$ cat src/rtl/core/wsdf_pkg.sv
// Shared constants and types for the websocket frame deframer.
package wsdf_pkg;

  localparam int unsigned CFG_W        = 25;
  localparam int unsigned BYTE_W       = 8;
  localparam int unsigned ACT_W        = 2;
  localparam int unsigned LEN_W        = 64;

  localparam logic [CFG_W-1:0] MAX_LEN_RST = 25'd1048576;

  // result action codes
  localparam logic [ACT_W-1:0] ACT_TEXT     = 2'd0;
  localparam logic [ACT_W-1:0] ACT_PING     = 2'd1;
  localparam logic [ACT_W-1:0] ACT_CLOSE    = 2'd2;
  localparam logic [ACT_W-1:0] ACT_TOO_LONG = 2'd3;

  // frame opcodes
  localparam logic [3:0] OPC_TEXT  = 4'h1;
  localparam logic [3:0] OPC_CLOSE = 4'h8;
  localparam logic [3:0] OPC_PING  = 4'h9;

  typedef struct packed {
    logic [ACT_W-1:0]  action;
    logic [BYTE_W-1:0] data_byte;
    logic              has_byte;
    logic              last_of_frame;
  } result_t;

endpackage

$ cat src/rtl/core/websocket_frame_deframer_top.sv
// WebSocket frame deframer: byte-serial header parse, unmask and payload output.
//
// Takes one received stream byte per item and returns at most one result per
// byte. Header: opcode in the low nibble of the first byte, mask flag and 7-bit
// length in the second, then an optional 16-bit or 64-bit big-endian length and
// an optional 4-byte mask key. Payload bytes of text and ping frames come out
// unmasked with last_of_frame on the final one; empty text or ping frames give
// one marker item with has_byte low. Close frames give one close item after
// their payload and the parser then swallows every later byte until reset, as
// it does after a too-long item (decoded length above max_payload_len). Other
// opcodes are consumed silently. FIN and RSV bits are ignored.
// Rate: one byte per clock while out_stall is low. The byte lands in an input
// register, then one pass of parse logic around the frame state updates the
// state and loads the result register. The longest path is the 64-bit length
// compare against max_payload_len. in_stall follows out_stall combinationally
// when both stages hold an item. The user must write max_payload_len through
// cfg_wr_en/cfg_wr_data only while the block is idle; the block does not check.
module websocket_frame_deframer_top (
  input  logic                          clk,
  input  logic                          rst_n,
  // config
  input  logic                          cfg_wr_en,
  input  logic [wsdf_pkg::CFG_W-1:0]    cfg_wr_data,
  // byte stream in
  input  logic                          in_valid,
  output logic                          in_stall,
  input  logic [wsdf_pkg::BYTE_W-1:0]   in_rx_byte,
  // results out
  output logic                          out_valid,
  input  logic                          out_stall,
  output logic [wsdf_pkg::ACT_W-1:0]    out_action,
  output logic [wsdf_pkg::BYTE_W-1:0]   out_data_byte,
  output logic                          out_has_byte,
  output logic                          out_last_of_frame
);
  import wsdf_pkg::*;

  // parse phases
  localparam logic [2:0] PH_HDR0    = 3'd0;
  localparam logic [2:0] PH_HDR1    = 3'd1;
  localparam logic [2:0] PH_EXT16   = 3'd2;
  localparam logic [2:0] PH_EXT64   = 3'd3;
  localparam logic [2:0] PH_MASK    = 3'd4;
  localparam logic [2:0] PH_PAYLOAD = 3'd5;

  // config register
  logic [CFG_W-1:0]  max_len_r;

  // input stage
  logic              in_vld_r;
  logic [BYTE_W-1:0] in_byte_r;
  logic              adv;

  // frame state
  logic [2:0]        phase_r,  phase_nxt;
  logic [3:0]        opc_r,    opc_nxt;
  logic              mask_r,   mask_nxt;
  logic [LEN_W-1:0]  rem_r,    rem_nxt;
  logic [2:0]        hcnt_r,   hcnt_nxt;
  logic [31:0]       key_r,    key_nxt;
  logic [1:0]        kpos_r,   kpos_nxt;
  logic              stop_r,   stop_nxt;

  // result stage
  logic              out_vld_r;
  result_t           res_r;
  result_t           res;
  logic              emit;

  // parse temporaries
  logic [LEN_W-1:0]  len_v;
  logic              len_done;
  logic              body_start;
  logic              mask_new;
  logic              too_long;
  logic [2:0]        hcnt_inc;
  logic [6:0]        len7;
  logic [BYTE_W-1:0] key_byte;
  logic [CFG_W-1:0]  rem_dec;
  logic              last;

  // the parse stage moves when the result register is free or being drained
  assign adv      = in_vld_r && (!out_vld_r || !out_stall);
  assign in_stall = in_vld_r && !adv;

  assign hcnt_inc = hcnt_r + 3'd1;
  assign len7     = in_byte_r[6:0];
  assign rem_dec  = rem_r[CFG_W-1:0] - {{(CFG_W-1){1'b0}}, 1'b1};
  assign mask_new = (phase_r == PH_HDR1) ? in_byte_r[7] : mask_r;

  always_comb begin
    case (kpos_r)
      2'd0:    key_byte = key_r[31:24];
      2'd1:    key_byte = key_r[23:16];
      2'd2:    key_byte = key_r[15:8];
      default: key_byte = key_r[7:0];
    endcase
  end

  always_comb begin
    phase_nxt  = phase_r;
    opc_nxt    = opc_r;
    mask_nxt   = mask_r;
    rem_nxt    = rem_r;
    hcnt_nxt   = hcnt_r;
    key_nxt    = key_r;
    kpos_nxt   = kpos_r;
    stop_nxt   = stop_r;
    emit       = 1'b0;
    res        = '0;
    len_v      = rem_r;
    len_done   = 1'b0;
    body_start = 1'b0;
    last       = 1'b0;

    if (!stop_r) begin
      unique case (phase_r)
        PH_HDR0: begin
          opc_nxt   = in_byte_r[3:0];
          phase_nxt = PH_HDR1;
        end
        PH_HDR1: begin
          mask_nxt = in_byte_r[7];
          key_nxt  = '0;
          rem_nxt  = '0;
          hcnt_nxt = '0;
          if (len7 == 7'd126) begin
            phase_nxt = PH_EXT16;
          end else if (len7 == 7'd127) begin
            phase_nxt = PH_EXT64;
          end else begin
            len_v    = {{(LEN_W-7){1'b0}}, len7};
            rem_nxt  = len_v;
            len_done = 1'b1;
          end
        end
        PH_EXT16, PH_EXT64: begin
          len_v    = {rem_r[LEN_W-BYTE_W-1:0], in_byte_r};
          rem_nxt  = len_v;
          hcnt_nxt = hcnt_inc;
          len_done = (phase_r == PH_EXT16) ? (hcnt_inc == 3'd2) : (hcnt_inc == 3'd0);
        end
        PH_MASK: begin
          key_nxt    = {key_r[23:0], in_byte_r};
          hcnt_nxt   = hcnt_inc;
          body_start = (hcnt_inc >= 3'd4);
        end
        PH_PAYLOAD: begin
          // length passed the limit check, so it fits the low config-width bits
          kpos_nxt = kpos_r + 2'd1;
          rem_nxt  = {{(LEN_W-CFG_W){1'b0}}, rem_dec};
          last     = (rem_dec == '0);
          if (last) begin
            phase_nxt = PH_HDR0;
          end
          if (opc_r == OPC_TEXT) begin
            emit = 1'b1;
            res  = '{ACT_TEXT, in_byte_r ^ key_byte, 1'b1, last};
          end else if (opc_r == OPC_PING) begin
            emit = 1'b1;
            res  = '{ACT_PING, in_byte_r ^ key_byte, 1'b1, last};
          end else if (opc_r == OPC_CLOSE && last) begin
            emit     = 1'b1;
            stop_nxt = 1'b1;
            res      = '{ACT_CLOSE, '0, 1'b0, 1'b1};
          end
        end
        default: begin
          phase_nxt = PH_HDR0;
        end
      endcase

      // length complete: limit check, then mask key or body
      too_long = (|len_v[LEN_W-1:CFG_W]) || (len_v[CFG_W-1:0] > max_len_r);
      if (len_done) begin
        if (too_long) begin
          emit      = 1'b1;
          stop_nxt  = 1'b1;
          phase_nxt = PH_HDR0;
          res       = '{ACT_TOO_LONG, '0, 1'b0, 1'b1};
        end else begin
          hcnt_nxt = '0;
          if (mask_new) begin
            phase_nxt = PH_MASK;
          end else begin
            body_start = 1'b1;
          end
        end
      end

      // header done: empty text, ping and close frames end here with a marker item
      if (body_start) begin
        kpos_nxt = '0;
        if (len_v == '0) begin
          phase_nxt = PH_HDR0;
          if (opc_r == OPC_TEXT) begin
            emit = 1'b1;
            res  = '{ACT_TEXT, '0, 1'b0, 1'b1};
          end else if (opc_r == OPC_PING) begin
            emit = 1'b1;
            res  = '{ACT_PING, '0, 1'b0, 1'b1};
          end else if (opc_r == OPC_CLOSE) begin
            emit     = 1'b1;
            stop_nxt = 1'b1;
            res      = '{ACT_CLOSE, '0, 1'b0, 1'b1};
          end
        end else begin
          phase_nxt = PH_PAYLOAD;
        end
      end
    end else begin
      too_long = 1'b0;
    end
  end

  // config
  always_ff @(posedge clk) begin
    if (!rst_n) begin
      max_len_r <= MAX_LEN_RST;
    end else if (cfg_wr_en) begin
      max_len_r <= cfg_wr_data;
    end
  end

  // input register
  always_ff @(posedge clk) begin
    if (!rst_n) begin
      in_vld_r <= 1'b0;
    end else if (in_valid && !in_stall) begin
      in_vld_r <= 1'b1;
    end else if (adv) begin
      in_vld_r <= 1'b0;
    end
  end

  always_ff @(posedge clk) begin
    if (in_valid && !in_stall) begin
      in_byte_r <= in_rx_byte;
    end
  end

  // frame state
  always_ff @(posedge clk) begin
    if (!rst_n) begin
      phase_r <= PH_HDR0;
      opc_r   <= '0;
      mask_r  <= 1'b0;
      rem_r   <= '0;
      hcnt_r  <= '0;
      key_r   <= '0;
      kpos_r  <= '0;
      stop_r  <= 1'b0;
    end else if (adv) begin
      phase_r <= phase_nxt;
      opc_r   <= opc_nxt;
      mask_r  <= mask_nxt;
      rem_r   <= rem_nxt;
      hcnt_r  <= hcnt_nxt;
      key_r   <= key_nxt;
      kpos_r  <= kpos_nxt;
      stop_r  <= stop_nxt;
    end
  end

  // result register
  always_ff @(posedge clk) begin
    if (!rst_n) begin
      out_vld_r <= 1'b0;
    end else if (adv) begin
      out_vld_r <= emit;
    end else if (out_vld_r && !out_stall) begin
      out_vld_r <= 1'b0;
    end
  end

  always_ff @(posedge clk) begin
    if (adv && emit) begin
      res_r <= res;
    end
  end

  assign out_valid         = out_vld_r;
  assign out_action        = res_r.action;
  assign out_data_byte     = res_r.data_byte;
  assign out_has_byte      = res_r.has_byte;
  assign out_last_of_frame = res_r.last_of_frame;

endmodule

$ cat config.mk
export PLATFORM = sky130hd
export DESIGN_NAME = websocket_frame_deframer_top
export DESIGN_NICKNAME = d
export VERILOG_FILES = /design/src/rtl/core/wsdf_pkg.sv /design/src/rtl/core/websocket_frame_deframer_top.sv
export SDC_FILE = /design/constraint.sdc
export NUM_CORES = 1
export LEC_CHECK = 0
export ABC_AREA = 1
export BUFFER_PORTS_ARGS = -buffer_cell sky130_fd_sc_hd__buf_2
export CORE_MARGIN = 2
export CORE_UTILIZATION = 45
export CTS_CLUSTER_SIZE = 30
export DETAILED_ROUTE_END_ITERATION = 8
export PLACE_DENSITY = 0.69
export SETUP_SLACK_MARGIN = 0.15
export SLEW_MARGIN = 30
export SYNTH_ARGS = -nofsm -noshare
export SYNTH_HDL_FRONTEND = slang
export SYNTH_SLANG_ARGS = --single-unit
$ cat constraint.sdc
create_clock -name clk -period 8.9 [get_ports clk]
set_clock_uncertainty 0.05 [all_clocks]
set_input_delay 1.78 -clock clk [delete_from_list [all_inputs] [get_ports clk]]
set_output_delay 1.78 -clock clk [all_outputs]
set_load 0.01 [all_outputs]
Word-level counts from Yosys, hierarchy flattened
Cells that the tools add are included.
Operators by class
  equality and inequality tests: 13
  muxes and demuxes: 72
  add/sub/neg operators: 3
  $lt $le $gt $ge: 2
  reduce and logical (&&, ||, !) cells: 30
  bitwise logic cells: 2
Operators by type and width (number)
  64-bit two-way mux: 3
  64-bit case mux with 3 select lines: 1
  12-bit two-way mux: 11
  64-bit case mux with 2 select lines: 1
  64-bit logical NOT: 1
  32-bit case mux with 2 select lines: 1
  39-bit OR reduction: 1
  1-bit two-way mux: 37
  3-bit two-way mux: 10
  25-bit greater-than comparator: 1
  25-bit logical NOT: 1
  25-bit by 1-bit subtractor with 25-bit output (second input constant): 1
  8-bit case mux with 3 select lines: 1
  7-bit equality test (second input constant): 2
  7-bit two-way mux: 2
  3-bit case mux with 4 select lines: 1
  3-bit AND reduction: 4
  3-bit by 2-bit equality test with 1-bit output (second input constant): 3
  4-bit equality test (second input constant): 2
  2-bit nonzero test: 4
  8-bit XOR: 1
  3-bit equality test (second input constant): 2
  1-bit logical AND: 6
  3-bit logical NOT: 2
  18 further kinds: 23
Storage, ports and cells
  register bits after elaboration: 157
  input bits: 38

Depth between registers and ports, before layout
Gate-level depths: netlist of the first run.
  depth in word-level cells: 16
  gate-level depth with buffers: 28
  depth with buffers taken out: 26

Worst setup path after synthesis of the first run
Ideal clock, no wire load.
  path kind: input-to-output
  start: input out_stall
  end: output in_stall
  path buffers: 0
  required time: 7.070 ns
  cell stages on the path: 2
  slack: 5.025 ns
  arrival: 2.045 ns
  cells stage by stage: nand2_1 -> nor2_1
On the way
  longest elaborated chain between the ends: 5
RTL lines
  from (decl): line websocket_frame_deframer_top.sv:30  | input logic out_stall,
  1-bit logical NOT: line websocket_frame_deframer_top.sv:83  | assign adv = in_vld_r && (!out_vld_r || !out_stall);
  1-bit logical OR: line websocket_frame_deframer_top.sv:83
  1-bit logical AND: line websocket_frame_deframer_top.sv:83
  1-bit logical NOT: line websocket_frame_deframer_top.sv:84  | assign in_stall = in_vld_r && !adv;
  1-bit logical AND: line websocket_frame_deframer_top.sv:84
  to (decl): line websocket_frame_deframer_top.sv:26  | output logic in_stall,
No other way between the ends.

Worst setup path after layout of the first run
  start: input out_stall
  end: register rem_r[15]
On the way
  longest elaborated chain between the ends: 4
RTL lines
  1-bit logical NOT: line websocket_frame_deframer_top.sv:83
  1-bit logical OR: line websocket_frame_deframer_top.sv:83
  1-bit logical AND: line websocket_frame_deframer_top.sv:83
  3-bit AND reduction (no line)
  to (signal assigned): line websocket_frame_deframer_top.sv:257  | rem_r <= rem_nxt;
  to (decl): line websocket_frame_deframer_top.sv:58  | logic [LEN_W-1:0] rem_r, rem_nxt;
No other way between the ends.
A chain may end at the register's enable or synchronous reset.

==> results of run 1 <==
-- per-layer routing --
layer,global-route usage,vias to the layer above
met2,0.354,215
met4,0.0851,0
li1,-,4241
met1,0.305,3641
met5,0,-
met3,0.0483,42
-- state kept, by name, summed over array words and instances, names as in the netlist --
| name | cells |
|---|---|
| out_data_byte | 8 |
| mask_r | 1 |
| phase_r | 3 |
| in_byte_r | 8 |
| max_len_r | 25 |
| key_r | 32 |
| stop_r | 1 |
| out_last_of_frame | 1 |
| out_valid | 1 |
| rem_r | 64 |
| kpos_r | 2 |
| hcnt_r | 3 |
| opc_r | 4 |
| out_has_byte | 1 |
| out_action | 2 |
| in_vld_r | 1 |
-- worst max path at each step --
stage	endpoint	slack [ns]	start	cells past startpoint
floorplan	in_stall	5.02	out_stall	2
global placement	rem_r[24]	4.62	out_stall	9
detailed placement	rem_r[24]	4.51	out_stall	9
CTS	in_stall	4.85	out_stall	4
global route	rem_r[15]	4.39	out_stall	9
finish	rem_r[15]	4.75	out_stall	9
-- through the flow --
stage	power, mW	hold slack (ns)	utilization	setup slack (ns)	cells
6_report	1.78	0.414	0.515	4.75	1581
5_1_grt	1.87	0.427	0.515	4.39	1581
4_1_cts	1.79	0.414	0.515	4.85	1581
3_5_place_dp	1.05	0.401	0.482	4.51	1549
3_3_place_gp	1.04	0.394	0.482	4.62	1549
2_1_floorplan	0.978	0.380	-	5.02	1292
-- synthesized netlist by cell type, types with 3 or more instances --
cell type	number	area, µm²
nand3_1	62	310
a31oi_1	15	93.8
buf_6	4	45.0
nor4_1	3	18.8
edfxtp_1	20	601
inv_2	7	26.3
nand2_1	355	1330
nor3_1	7	35.0
a22o_1	3	26.3
nor2_2	8	50.1
a21oi_1	120	601
o21ai_0	95	475
o211ai_1	5	37.5
nand2_2	4	25.0
nor2_4	4	45.0
buf_1	6	22.5
ha_1	34	425
buf_2	6	30.0
inv_1	131	492
clkbuf_1	44	165
nor2_1	149	559
o22ai_1	5	31.3
xor2_1	12	105
nand3b_1	5	37.5
a211oi_1	12	90.1
nand4_1	14	87.6
dfxtp_1	137	2740
-- area by class of cell --
cell class	count	area share
clock inverter	15	0.0198
sequential	157	0.344
tap	260	0.0335
clock buffer	17	0.0437
timing repair buffer	58	0.0317
inverter	138	0.0534
multi-input combinational	936	0.474
-- kinds of logic after synthesis --
logic type | Yosys count | share of synthesized area
AO/OA/AOI/OAI | 270 | 0.169
buffers and inverters | 199 | 0.0903
adder cells (fa/ha/maj) | 34 | 0.0488
flip-flops | 157 | 0.383
XOR/XNOR | 13 | 0.0130
AND/OR/NAND/NOR | 619 | 0.296
-- power by group through the flow --
| stage | Sequential (mW) | Combinational (mW) | Clock [mW] |
|---|---|---|---|
| global route | 0.769 | 0.311 | 0.789 |
| global placement | 0.781 | 0.263 | 0 |
| detailed placement | 0.781 | 0.267 | 0 |
| finish | 0.765 | 0.271 | 0.748 |
| floorplan | 0.772 | 0.206 | 0 |
| CTS | 0.765 | 0.269 | 0.758 |
-- worst max-delay path: stages --
cell,delay (ns)
buf_2,0.09
a21oi_1,0.08
nand2_1,0.22
inv_1,0.26
nand3_2,0.11
buf_4,0.50
clkinv_2,0.81
o21ai_0,0.46
a31oi_1,0.07
==> metrics.csv, run 1 <==
stage;metric;value;unit
status;status;completed;
sta;final setup fails;0;
floorplan;Starting Density;0.462;
power_and_ir_drop;Comb power frac;0.152;
drt;met2 routed WL;9740;µm
placement;DPL Wire Length;15400;µm
global_route;largest net degree at the start of global routing;74;
logic_synthesis;Main synth FF type;dfxtp_1;
cts;TritonCTS buffer count;17;
drt;DR WL met3;1280;µm
finish;area grow syn2layout;11.4;%
setup_path;Worst R2R Setup Slack;4.88;ns
drt;# DRC;0;
worst_hold_path;Worst Hold Class;register to register;
drt;DRT met1 WL;10500;µm
cts;Clock Tree Buf Depth;2;
finish;antenna diode count;0;
drt;1st-pass router iterations;5;
logic_synthesis;EDFF count, synth;20;
finish;commonest non-fill, non-tap cells in the layout;nand2_1 (355), nor2_1 (148), dfxtp_1 (137), inv_1 (129), a21oi_1 (120);
finish;storage element area;3340;µm²
setup_path;Worst Reg2Reg Path Length in Cells;17;
cts;post_cts resized;0;
cts;hold-fix buffers at CTS;0;
cts;clock sink count;157;
drt;vias;8139;
cts;CTS H-tree lvls;4;
setup_path;terminus of the critical flop-to-flop path;out_last_of_frame;
floorplan;core area;18900;µm²
setup_path;Setup CP Type;primary input to register;
power_and_ir_drop;P_int;1.21;mW
logic_synthesis;Mapped Cells;1292;
sta;worst slew pin tran;0.792;ns
power_and_ir_drop;Clock Power Share;0.419;
logic_synthesis;Post-synth ARST share;0;
finish;fillers;1951;
global_route;All-Layer GR Usage;0.226;
floorplan;Die W;143;µm
sta;fin crit share;0.466;
job;max-cap violation count;0;
drt;Routed Antenna Nets;0;
finish;most common cell after layout, fill and taps aside;nand2_1;
drt;highest metal used;met4;
floorplan;top-level port count;52;
cts;CTS tree;yes;
power_and_ir_drop;cell leakage power;4.28;nW
power_and_ir_drop;PwrDens;183;nW/µm²
floorplan;area of the die;20500;µm²
drt;drt total wl;22100;µm
finish;fin area;9720;µm²
drt;Via-to-Cell Ratio;5.15;
finish;Nets;1380;
finish;layout cells sized above 1;0.0969;
logic_synthesis;Seq/Total Area, Yosys;0.383;
sta;Peak Freq;0.241;GHz
global_route;GRT overflow;0;
worst_hold_path;Hold Path Stages;2;
cts;Worst-Skew Late Latency;0.45;ns
sta;Setup TNS Final;0;ns
global_route;initial antenna violation count;0;
sta;Final Hold Viols;0;
logic_synthesis;Mapped Nets;1364;
cts;clock root buffer;clkbuf_16;
setup_path;worst r2r src;phase_r[1];
logic_synthesis;Netlist cell types;45;
setup_path;crit path launch type;primary input;
setup_path;crit path DAT;4.40;ns
cts;# Post-CTS Setup Buffers;0;
floorplan;num rows;50;
logic_synthesis;Post-Syn Area;8730;µm²
power_and_ir_drop;sequential share of power;0.429;
logic_synthesis;synthesized flop and latch total;157;
worst_hold_path;Hold Crit Start;key_r[30];
power_and_ir_drop;Net Switching;0.572;mW
logic_synthesis;Synth warnings;0;
placement;# port buffers;51;
placement;placer congestion estimate;0.953;
drt;drt first-iter violations;690;
drt;DR WL/cell;14.0;µm
sta;Slew headroom;0.471;
logic_synthesis;Mean Syn Cell Area;6.75;µm²
setup_path;CP endpoint kind;register;
floorplan;Chip Height;143;µm
sta;RSZ-0062 raised after global routing;false;
global_route;first-pass GRT wire length;36600;µm
cts;clock slew at reported path FFs;0.07;ns
setup_path;Data required, critical path;9.15;ns
placement;Placement Cell Area;9100;µm²
power_and_ir_drop;sw frac;0.320;
power_and_ir_drop;Peak VDD IR;0.139;mV
worst_hold_path;worst-case hold path end point;key_r[30];
global_route;vias in the first global route;7356;
sta;Final min period;4.15;ns
sta;Final Slew Violations;0;
setup_path;crit-path max FO;65;
finish;multi-input combinational cell area;4610;µm²
Note: power is estimated with default switching activity, not from simulation.
==> run 2: changes to the inputs <==
Settings changed: ABC_AREA 1 to 0.
Clock period 8.9 ns to 4.1 ns, I/O delays scaled along.
==> run 2 against run 1 <==
Register-to-register slack got worse by 4.7 ns. Combinational power increased to 2.6 times the previous value. Design area increased by 0.69%. Area after synthesis decreased by 3.6%. Critical path depth increased by 6. Largest cell class unchanged.
==> metrics.csv, run 2 <==
stage;metric;value;unit;change
finish;Largest regs;rem_r (64), key_r (32), max_len_r (25);;
finish;layout cells sized above 1;0.161;;+0.0644
finish;Nets;1082;;-22%
finish;most common cell after layout, fill and taps aside;dfxtp_1;;
placement;placer congestion estimate;0.898;;-5.7%
logic_synthesis;adder-cell share of the synthesized area;0.0506;;+0.00184
finish;area grow syn2layout;16.5;%;
power_and_ir_drop;cell leakage power;3.78;nW;-12%
power_and_ir_drop;PwrDens;399;nW/µm²;+120%
power_and_ir_drop;P_int;2.69;mW;+120%
sta;RSZ-0062 raised after global routing;true;;
logic_synthesis;post-synthesis mux area share;0.0359;;+0.0359
cts;Worst-Skew Late Latency;0.44;ns;about the same
setup_path;critical path's slowest cell;a2111oi_4;;
power_and_ir_drop;Net Switching;1.22;mW;+110%
global_route;GRT overflow;0;;unchanged
logic_synthesis;Post-Syn Area;8410;µm²;-3.6%
logic_synthesis;Mapped Nets;1055;;-23%
cts;clock root buffer;clkbuf_16;;
finish;commonest non-fill, non-tap cells in the layout;dfxtp_1 (137), nor2_1 (102), a22oi_1 (70), nor2b_1 (58), nand2_1 (57);;
logic_synthesis;post-synth top area share;0.326;;+0.0119
logic_synthesis;Netlist cell types;65;;+44%
logic_synthesis;largest family of logic cells by synthesized area;compound AO/OA/AOI/OAI gates;;
power_and_ir_drop;Comb power frac;0.183;;+0.031
setup_path;crit path launch type;register;;
drt;vias;7659;;-5.9%
power_and_ir_drop;Clock Power Share;0.398;;-0.021
sta;Final Hold Viols;0;;unchanged
drt;drt first-iter violations;752;;+9.0%
finish;fillers;1625;;-17%
sta;Peak Freq;0.254;GHz;
setup_path;largest delay contributor family on the critical path;compound AO/OA/AOI/OAI gates;;
global_route;largest net degree at the start of global routing;48;;-35%
global_route;initial antenna violation count;0;;unchanged
worst_hold_path;Worst Hold Class;register to register;;
logic_synthesis;most frequent cell after synthesis;dfxtp_1;;
floorplan;Die W;141;µm;-1.8%
finish;antenna diode count;0;;unchanged
setup_path;Setup CP Type;register to register;;
status;status;completed;;
placement;DPL Wire Length;15400;µm;+0.52%
logic_synthesis;Synth Area in Compound Gates;0.225;;+0.0567
floorplan;Starting Density;0.463;;+0.00147
floorplan;top-level port count;52;;unchanged
sta;Slew headroom;0.492;;+0.0201
floorplan;Chip Height;141;µm;-1.8%
setup_path;slowest stage delay, CP;0.44;ns;-0.37 ns
logic_synthesis;Synth warnings;0;;unchanged
drt;drt total wl;23600;µm;+6.8%
finish;Largest Register;rem_r;;
setup_path;WP buf/inv;2;;-2
sta;worst slew pin tran;0.760;ns;-0.0319 ns
finish;Largest register FFs;64;;unchanged
power_and_ir_drop;sequential share of power;0.419;;-0.010
floorplan;num rows;49;;-2.0%
logic_synthesis;synthesized flop and latch total;157;;unchanged
setup_path;crit-path max FO;8;;-88%
drt;1st-pass router iterations;7;;+2
logic_synthesis;most area-consuming cells after synthesis;dfxtp_1 (33%), edfxtp_1 (7.1%), a22oi_1 (6.3%), ha_1 (5.1%), nor2_1 (4.6%);;
global_route;vias in the first global route;7029;;-4.4%
logic_synthesis;largest area contributor in the netlist;dfxtp_1;;
global_route;first-pass GRT wire length;37200;µm;+1.8%
sta;Final min period;3.93;ns;
global_route;All-Layer GR Usage;0.235;;+0.00919
power_and_ir_drop;Peak VDD IR;0.317;mV;+130%
setup_path;Cell Chain, Critical Path;and4_1 -> and3_4 -> a21o_4 -> buf_12 -> a22o_1 -> ha_1 -> a21oi_1 -> nand2_1 -> a221oi_2 -> o311a_1 -> o2111ai_4 -> a2111oi_4 -> o31ai_2 -> a21oi_2 -> buf_6;;
setup_path;crit path DAT;4.03;ns;-0.37 ns
floorplan;area of the die;19800;µm²;-3.5%
sta;fin crit share;0.959;;
logic_synthesis;Mapped Cells;983;;-24%
sta;final setup fails;0;;unchanged
logic_synthesis;Seq/Total Area, Yosys;0.398;;+0.0145
setup_path;CP endpoint kind;register;;
cts;CTS tree;yes;;
sta;Setup TNS Final;0;ns;unchanged
logic_synthesis;xor/xnor share of the synthesized area;0.0250;;+0.0120
drt;Routed Antenna Nets;0;;unchanged
logic_synthesis;top cells by instance count after synthesis;dfxtp_1 (137), nor2_1 (104), clkbuf_1 (79);;
power_and_ir_drop;sw frac;0.311;;-0.00925
floorplan;core area;18100;µm²;-3.9%
cts;clock slew at reported path FFs;0.07;ns;about the same
cts;TritonCTS buffer count;17;;unchanged
logic_synthesis;Mean Syn Cell Area;8.55;µm²;+27%
power_and_ir_drop;Design Power;3.91;mW;+120%
setup_path;Data required, critical path;4.20;ns;-4.95 ns
logic_synthesis;post-synthesis simple-gate area fraction;0.207;;-0.0890
cts;clock sink count;157;;unchanged
placement;# port buffers;51;;unchanged
sta;Final Slew Violations;0;;unchanged
cts;CTS H-tree lvls;4;;unchanged
job;max-cap violation count;0;;unchanged
drt;Via-to-Cell Ratio;6.12;;+19%
logic_synthesis;Main synth FF type;dfxtp_1;;
cts;hold-fix buffers at CTS;0;;unchanged
drt;# DRC;0;;unchanged
logic_synthesis;Post-synth ARST share;0;;unchanged
cts;Clock Tree Buf Depth;2;;unchanged
logic_synthesis;EDFF count, synth;20;;unchanged
drt;DR WL/cell;18.8;µm;+35%
==> run 2: worst paths after layout <==
path	slack, ns	startpoint	cells past startpoint	endpoint
worst max-delay path	0.17	in_byte_r[3]	15	out_data_byte[4]
worst min-delay path	0.43	mask_r	2	mask_r
worst max register to register	0.17	in_byte_r[3]	15	out_data_byte[4]
worst min register to register	0.43	mask_r	2	mask_r
==> run 2: per-stage QoR <==
stage                     area, µm²  std cells  utilization  worst slack [ns]  hold WS (ns)
after detailed placement       8990       1216        0.495            0.0720         0.420
after global routing           9790       1252        0.540            0.0464         0.472
after floorplan                8470        983            -            0.0628         0.386
final                          9790       1252        0.540             0.168         0.433
after CTS                      9600       1248        0.529             0.162         0.437
after global placement         8990       1216        0.495             0.159         0.400
==> run 2: cells by family (layout without fill, tap and decap cells) <==
logic type,after synthesis,after routing
flops,157,157
compound gates,268,268
xor+xnor,24,24
simple gates,342,342
buf+inv,128,168
mux,30,30
fa+ha+maj,34,34
==> run 2: cell type report <==
type / count / area, µm² / share of cell area
Sequential cell: 157 / 3340 / 0.341
Clock inverter: 15 / 149 / 0.0152
Inverter: 41 / 154 / 0.0157
Tap cell: 229 / 287 / 0.0293
Timing Repair Buffer: 95 / 649 / 0.0663
Clock buffer: 17 / 425 / 0.0434
Multi-Input combinational cell: 698 / 4780 / 0.489
==> run 2: worst min-delay path: stages (launching register included) <==
cell	delay, ns
dfxtp_1	0.32
nand2_1	0.06
a21oi_1	0.06
==> run 2: timing repair <==
| action | in CTS | in global routing |
|---|---|---|
| gates resized for setup | 3 | 22 |
| pin swaps | 2 | 17 |
| setup buffers | 0 | 2 |
| gates cloned | 0 | 2 |
| endpoints found under the setup margin | 12 | 17 |
==> run 2: per-layer routing <==
metal | up-vias | routed length (µm) | part of all wire | global-route usage
li1 | 3643 | - | - | -
met1 | 3660 | 10600 | 0.45 | 0.331
met2 | 311 | 10700 | 0.45 | 0.355
met3 | 45 | 1730 | 0.073 | 0.0445
met4 | 0 | 597 | 0.025 | 0.0953
met5 | - | 0 | 0 | 0
==> run 2: power groups by stage <==
stage                     registers, mW  clock network, mW  logic, mW
after floorplan                    1.65                  0      0.487
final                              1.64               1.56      0.716
after CTS                          1.64               1.58      0.658
after detailed placement           1.67                  0      0.643
after global placement             1.67                  0      0.640
after global routing               1.64               1.64      0.776
